--- src/hw/rtl/mmd_pkg.sv ---
`timescale 1ns / 1ps

package mmd_pkg;

  localparam int unsigned ADDR_W         = 16;
  localparam int unsigned DATA_W         = 16;
  localparam int unsigned BYTE_W         = 8;
  localparam int unsigned MODE_W         = 2;
  localparam int unsigned TGT_W          = 4;

  localparam int unsigned WORK_RAM_BYTES = 8192;
  localparam int unsigned HIGH_RAM_BYTES = 127;
  localparam int unsigned WRAM_DEPTH     = WORK_RAM_BYTES;
  localparam int unsigned WRAM_AW        = $clog2(WRAM_DEPTH);
  // High RAM is rounded up to a power of two; only the clear sweep addresses the top entry.
  localparam int unsigned HRAM_AW        = $clog2(HIGH_RAM_BYTES + 1);
  localparam int unsigned HRAM_DEPTH     = 1 << HRAM_AW;

  // Bits of the mode field.
  localparam int unsigned MODE_WRITE_BIT = 0;
  localparam int unsigned MODE_WORD_BIT  = 1;

  // APB register map.
  localparam int unsigned PADDR_W        = 3;
  localparam int unsigned PDATA_W        = 32;
  localparam logic        REG_IDX_OVERLAY = 1'b0;

  typedef enum logic [TGT_W-1:0] {
    TGT_BOOT = 4'd0,
    TGT_CART = 4'd1,
    TGT_VRAM = 4'd2,
    TGT_OAM  = 4'd3,
    TGT_IO   = 4'd4,
    TGT_WRAM = 4'd5,
    TGT_HRAM = 4'd6,
    TGT_IE   = 4'd7,
    TGT_NONE = 4'd8
  } target_e;

  typedef enum logic [1:0] {
    ST_CLEAR,
    ST_IDLE,
    ST_RESULT,
    ST_HIGH
  } state_e;

  // Control from the sequencer to the datapath.
  typedef struct packed {
    logic               clr;
    logic [WRAM_AW-1:0] clr_addr;
    logic               issue;
    logic               use_in;
    logic               load;
    logic               last;
  } ctl_t;

  typedef struct packed {
    target_e           tgt;
    logic [ADDR_W-1:0] off;
  } dec_t;

endpackage

--- src/hw/rtl/mmd_ctrl.sv ---
`timescale 1ns / 1ps

module mmd_ctrl (
  input  logic         clk_i,
  input  logic         rst_ni,
  input  logic         req_valid_i,
  input  logic         req_word_i,
  input  logic         out_free_i,
  output logic         req_ready_o,
  output mmd_pkg::ctl_t ctl_o
);
  import mmd_pkg::*;

  state_e              state_q, state_d;
  logic [WRAM_AW-1:0]  cnt_q, cnt_d;
  logic                word_q, word_d;
  logic                hi_q, hi_d;

  always_ff @(posedge clk_i or negedge rst_ni) begin
    if (!rst_ni) begin
      state_q <= ST_CLEAR;
      cnt_q   <= '0;
      word_q  <= 1'b0;
      hi_q    <= 1'b0;
    end else begin
      state_q <= state_d;
      cnt_q   <= cnt_d;
      word_q  <= word_d;
      hi_q    <= hi_d;
    end
  end

  // Next state.
  always_comb begin
    state_d = state_q;
    cnt_d   = cnt_q;
    word_d  = word_q;
    hi_d    = hi_q;
    case (state_q)
      ST_CLEAR: begin
        cnt_d = cnt_q + 1'b1;
        if (cnt_q == '1) begin
          state_d = ST_IDLE;
        end
      end
      ST_IDLE: begin
        if (req_valid_i) begin
          word_d  = req_word_i;
          hi_d    = 1'b0;
          state_d = ST_RESULT;
        end
      end
      ST_RESULT: begin
        if (out_free_i) begin
          if (word_q && !hi_q) begin
            hi_d    = 1'b1;
            state_d = ST_HIGH;
          end else begin
            state_d = ST_IDLE;
          end
        end
      end
      ST_HIGH: begin
        state_d = ST_RESULT;
      end
      default: begin
        state_d = ST_IDLE;
      end
    endcase
  end

  // Outputs.
  always_comb begin
    req_ready_o    = 1'b0;
    ctl_o          = '0;
    ctl_o.clr_addr = cnt_q;
    ctl_o.last     = !word_q || hi_q;
    case (state_q)
      ST_CLEAR: begin
        ctl_o.clr = 1'b1;
      end
      ST_IDLE: begin
        req_ready_o  = 1'b1;
        ctl_o.issue  = req_valid_i;
        ctl_o.use_in = 1'b1;
      end
      ST_RESULT: begin
        ctl_o.load = out_free_i;
      end
      ST_HIGH: begin
        ctl_o.issue = 1'b1;
      end
      default: begin
        req_ready_o = 1'b0;
      end
    endcase
  end

endmodule

--- config.mk ---
export PLATFORM = sky130hd
export DESIGN_NAME = mmd_ctrl
export DESIGN_NICKNAME = d
export VERILOG_FILES = /design/src/hw/rtl/mmd_pkg.sv /design/src/hw/rtl/mmd_ctrl.sv
export SDC_FILE = /design/constraint.sdc
export NUM_CORES = 1
export LEC_CHECK = 0
export ABC_AREA = 0
export BUFFER_PORTS_ARGS = -buffer_cell sky130_fd_sc_hd__buf_2
export CORE_MARGIN = 2
export CORE_UTILIZATION = 53
export DETAILED_ROUTE_END_ITERATION = 10
export GPL_TIMING_DRIVEN = 0
export PLACE_DENSITY = 0.89
export REMOVE_ABC_BUFFERS = 1
export SLEW_MARGIN = 25
export SYNTH_ARGS = -nofsm -noshare
export SYNTH_HDL_FRONTEND = slang
export SYNTH_SLANG_ARGS = --single-unit
--- constraint.sdc ---
create_clock -name clk_i -period 2.01 [get_ports clk_i]
set_input_delay 0.5025 -clock clk_i [delete_from_list [all_inputs] [get_ports clk_i]]
set_output_delay 0.5025 -clock clk_i [all_outputs]
set_load 0.005 [all_outputs]
### Word level (Yosys, flattened, before mapping)

Index checks and enable logic that the tools add are counted.

| storage, ports and cells | value |
|---|---|
| flip-flop bits (word level) | 17 |

| cells by class | value |
|---|---|
| $add $sub $neg | 1 |
| eq/ne operators | 8 |
| muxes and demuxes | 13 |
| reductions and logical operators | 9 |

Operator list:

| kind | count |
|---|---|
| adder 13 x 1 -> 13 bit, second input constant | 1 |
| equality test 13 bit, second input constant | 1 |
| two-way mux 2 bit | 4 |
| inequality test 2 bit, second input constant | 4 |
| case mux 2 bit (4 select lines) | 1 |
| two-way mux 1 bit | 6 |
| equality test 2 bit, second input constant | 2 |
| case mux 1 bit (2 select lines) | 2 |
| AND reduction 4 bit | 1 |
| AND reduction 3 bit | 1 |
| equality test 2 x 1 -> 1 bit, second input constant | 1 |
| zero test 1 bit | 2 |
| zero test 2 bit | 1 |
| AND reduction 2 bit | 1 |
| nonzero test 2 bit | 1 |
| logical AND 1 bit | 1 |
| logical OR 1 bit | 1 |

### Longest topological paths before layout

| logic depth | value |
|---|---|
| depth after elaboration | 5 |
| depth in mapped cells | 5 |
| depth with buffers taken out | 5 |

### Worst setup path before layout

No wires, ideal clock.

| timing | value |
|---|---|
| path type | reg2out |
| start | register state_q[0] |
| end | output ctl_o[1] (netlist bit) |
| arrival time | 0.854 ns |
| slack | 0.653 ns |
| cell stages (with the launch flop) | 4 |
| path buffers | 1 |
| path through | dfrtp_1 clkbuf_8 nor2b_1 and2_1 |

RTL lines:

| element | line | RTL |
|---|---|---|
| start: declaration | mmd_ctrl.sv:14 | `state_e state_q, state_d;` |
| start signal: assignment | mmd_ctrl.sv:26 | `state_q <= state_d;` |
| end: declaration | mmd_ctrl.sv:10 | `output mmd_pkg::ctl_t ctl_o` |

==> results.toml <==
[outcome]
status = "finished clean"

[placement]
placed_cell_area_um2 = 938
place.gp.congestion = 0.717
hpwlAfterDp_um = 1040
placedCellCount = 110
io_buffers = 23

[setup_path]
arrival_ns = 1.30
cpPeakStageDelay_ns = 0.62
crit_chain = "nor2b_2 > and2_1 > buf_2"
worstPathMaxFanout = 10
reg2reg_to = "cnt_q[8]"
r2r_cells = 4
path_class = "flip-flop to output port"
timing.rr.start = "cnt_q[0]"
crit_path_end_kind = "output port"
cp_num_buf_inv = 1
start_kind = "flip-flop"
critPathTopFamily = "flip-flops"
cp.required_ns = 1.51
rrSetupSlack_ns = 0.57
crit_slowest_cell = "dfrtp_1"

[power]
powerDensity_nw_per_um2 = 1260
p_leak_nw = 0.484
peakVddDrop_mv = 0.765
power_mw = 1.22

[sta]
fmax_ghz = 0.555
relSlewSlack_pct = 70.8
setup_viol = 0
worstMarginPinSlew_ns = 0.438
setup-tns-final_ns = 0
rsz0062_at_grt = "no"
period_minus_slack_ns = 1.80
maxSlewViolCount = 0
period_share_pct = 89.6
hold_viol = 0
finClkSkew_ns = 0.00164

[grt]
grt_max_degree = 18
grt_pass1_wl_um = 2290
antenna_found_initial = 0
gr-total-overflow = 0
grtUsageTotal_pct = 16.8
grt_pass1_vias = 525

[route]
drcViolationCount = 0
drt-wirelength-per-cell_um = 11.8
drt_wl_total_um = 1340
viasPerCell = 5.11
num_vias = 582
ant_nets = 0
drt_iter0_markers = 6
drt_pass1_iterations = 3

[yosys]
ys_seq_elements = 17
yosys.cell_count.top_type = "dfrtp_1"
synth_cells = 74
synth_top_area_share_pct = 50.9
synth_top_flop_cell = "dfrtp_1"
yosys_warnings = 0
yosysTopAreaCell = "dfrtp_1"
synth_area_um2 = 836
synth.avg_cell_area_um2 = 11.3
async_flop_share_pct = 100
synth_edf_count = 0
yosysSeqAreaShare_pct = 50.9
netlist_top_cells_area = "dfrtp_1 51%, xnor2_1 8.4%, xor2_1 4.2%"
ys_types = 25
synth_common_cells = "17 x dfrtp_1, 8 x nand2_1, 8 x xnor2_1"

[final_layout]
antenna_cells = 0
ff_latch_area_um2 = 425
fin_nets = 105
drive_above_1_share_pct = 33.7
multi_input_area_um2 = 373
instances_no_fill = 114
fillers = 117
final_area_um2 = 967
syn_to_final_growth_pct = 15.7

[floorplan]
start_util_pct = 56.1
fp.dieArea_um2 = 1910
core_um2 = 1490
die_h_um = 43.7
fp-row-count = 14
fp.dieW_um = 43.7
num_io_pins = 24

[cts]
cts-root-buf = "clkbuf_4"
cts_buffer_depth = 2
cts_tree = "built"
cts_setup_buffers = 0
cts_sinks = 17
clk_latency_ns = 0.28
path_clk_slew_ns = 0.09
cts_hold_buffers = 0
cts_resized = 0
h-tree-depth = 1
cts_inserted_buffers = 3

[run]
drv_cap = 0

[hold_path]
min_path_type = "input port to async pin"
==> cell type report <==
cell class / instances / area share (%)
multi-input cells: 52 / 38.6
clock buffers: 4 / 2.72
flip-flops and latches: 17 / 44.0
well taps: 16 / 2.07
repair buffers: 23 / 11.9
inverters: 2 / 0.776
==> worst max-delay path by stage <==
stage,from,end,slack (ns),cells past startpoint
2_1_floorplan,state_q[0],ctl_o[1],0.64,2
3_3_place_gp,out_free_i,ctl_o[1],0.46,4
3_5_place_dp,out_free_i,ctl_o[1],0.44,4
4_1_cts,state_q[0],ctl_o[1],0.13,3
5_1_grt,state_q[0],ctl_o[1],0.08,3
6_report,state_q[0],ctl_o[1],0.21,3
==> placed cells by master, fill, tap and decap left out, types with 2 or more instances in the layout <==
cell / count
nand2_1: 8
nand4_1: 3
inv_1: 2
clkbuf_4: 3
dfrtp_1: 17
nand3_1: 4
a21oi_1: 6
nor2b_1: 2
xnor2_1: 8
xor2_1: 4
buf_2: 23
nor2_1: 3
mux2_2: 2
==> power breakdown <==
| part | switching, mW | leakage [nW] | internal (mW) |
|---|---|---|---|
| Combinational | 0.188 | 0.249 | 0.232 |
| Clock | 0.0989 | 0.0150 | 0.0769 |
| Sequential | 0.176 | 0.221 | 0.444 |
==> layer usage <==
layer  GRT usage [%]  wire length (um)
met1            21.3               596
met2            26.5               664
met3            3.75                64
met4            9.09                18
met5               0                 0
==> cell families (layout without fill, tap and decap cells) <==
family / after synthesis / after routing / share of synthesized area (%)
AOI/OAI and AO/OA: 7 / 7 / 4.49
xor gates and xnor gates: 12 / 12 / 12.6
adders and majority gates: 1 / 1 / 1.50
buffers and inverters: 5 / 29 / 4.79
DFF: 17 / 17 / 50.9
muxes: 2 / 2 / 2.69
and+or+nand+nor: 30 / 30 / 23.1
==> stage by stage <==
| step | util [%] | hold WS (ns) | worst slack, ns |
|---|---|---|---|
| final | 65.0 | 0.121 | 0.208 |
| after global routing | 65.0 | 0.139 | 0.0759 |
| after CTS | 64.8 | 0.125 | 0.133 |
| after detailed placement | 63.0 | 0.440 | 0.442 |
| after global placement | 63.0 | 0.430 | 0.457 |
| after floorplan | - | 0.207 | 0.637 |
==> flip-flops by register name, indices dropped and copies added, names as in the netlist <==
signal	flops
state_q	2
word_q	1
cnt_q	13
hi_q	1
Note: power is estimated with default switching activity, not from simulation.
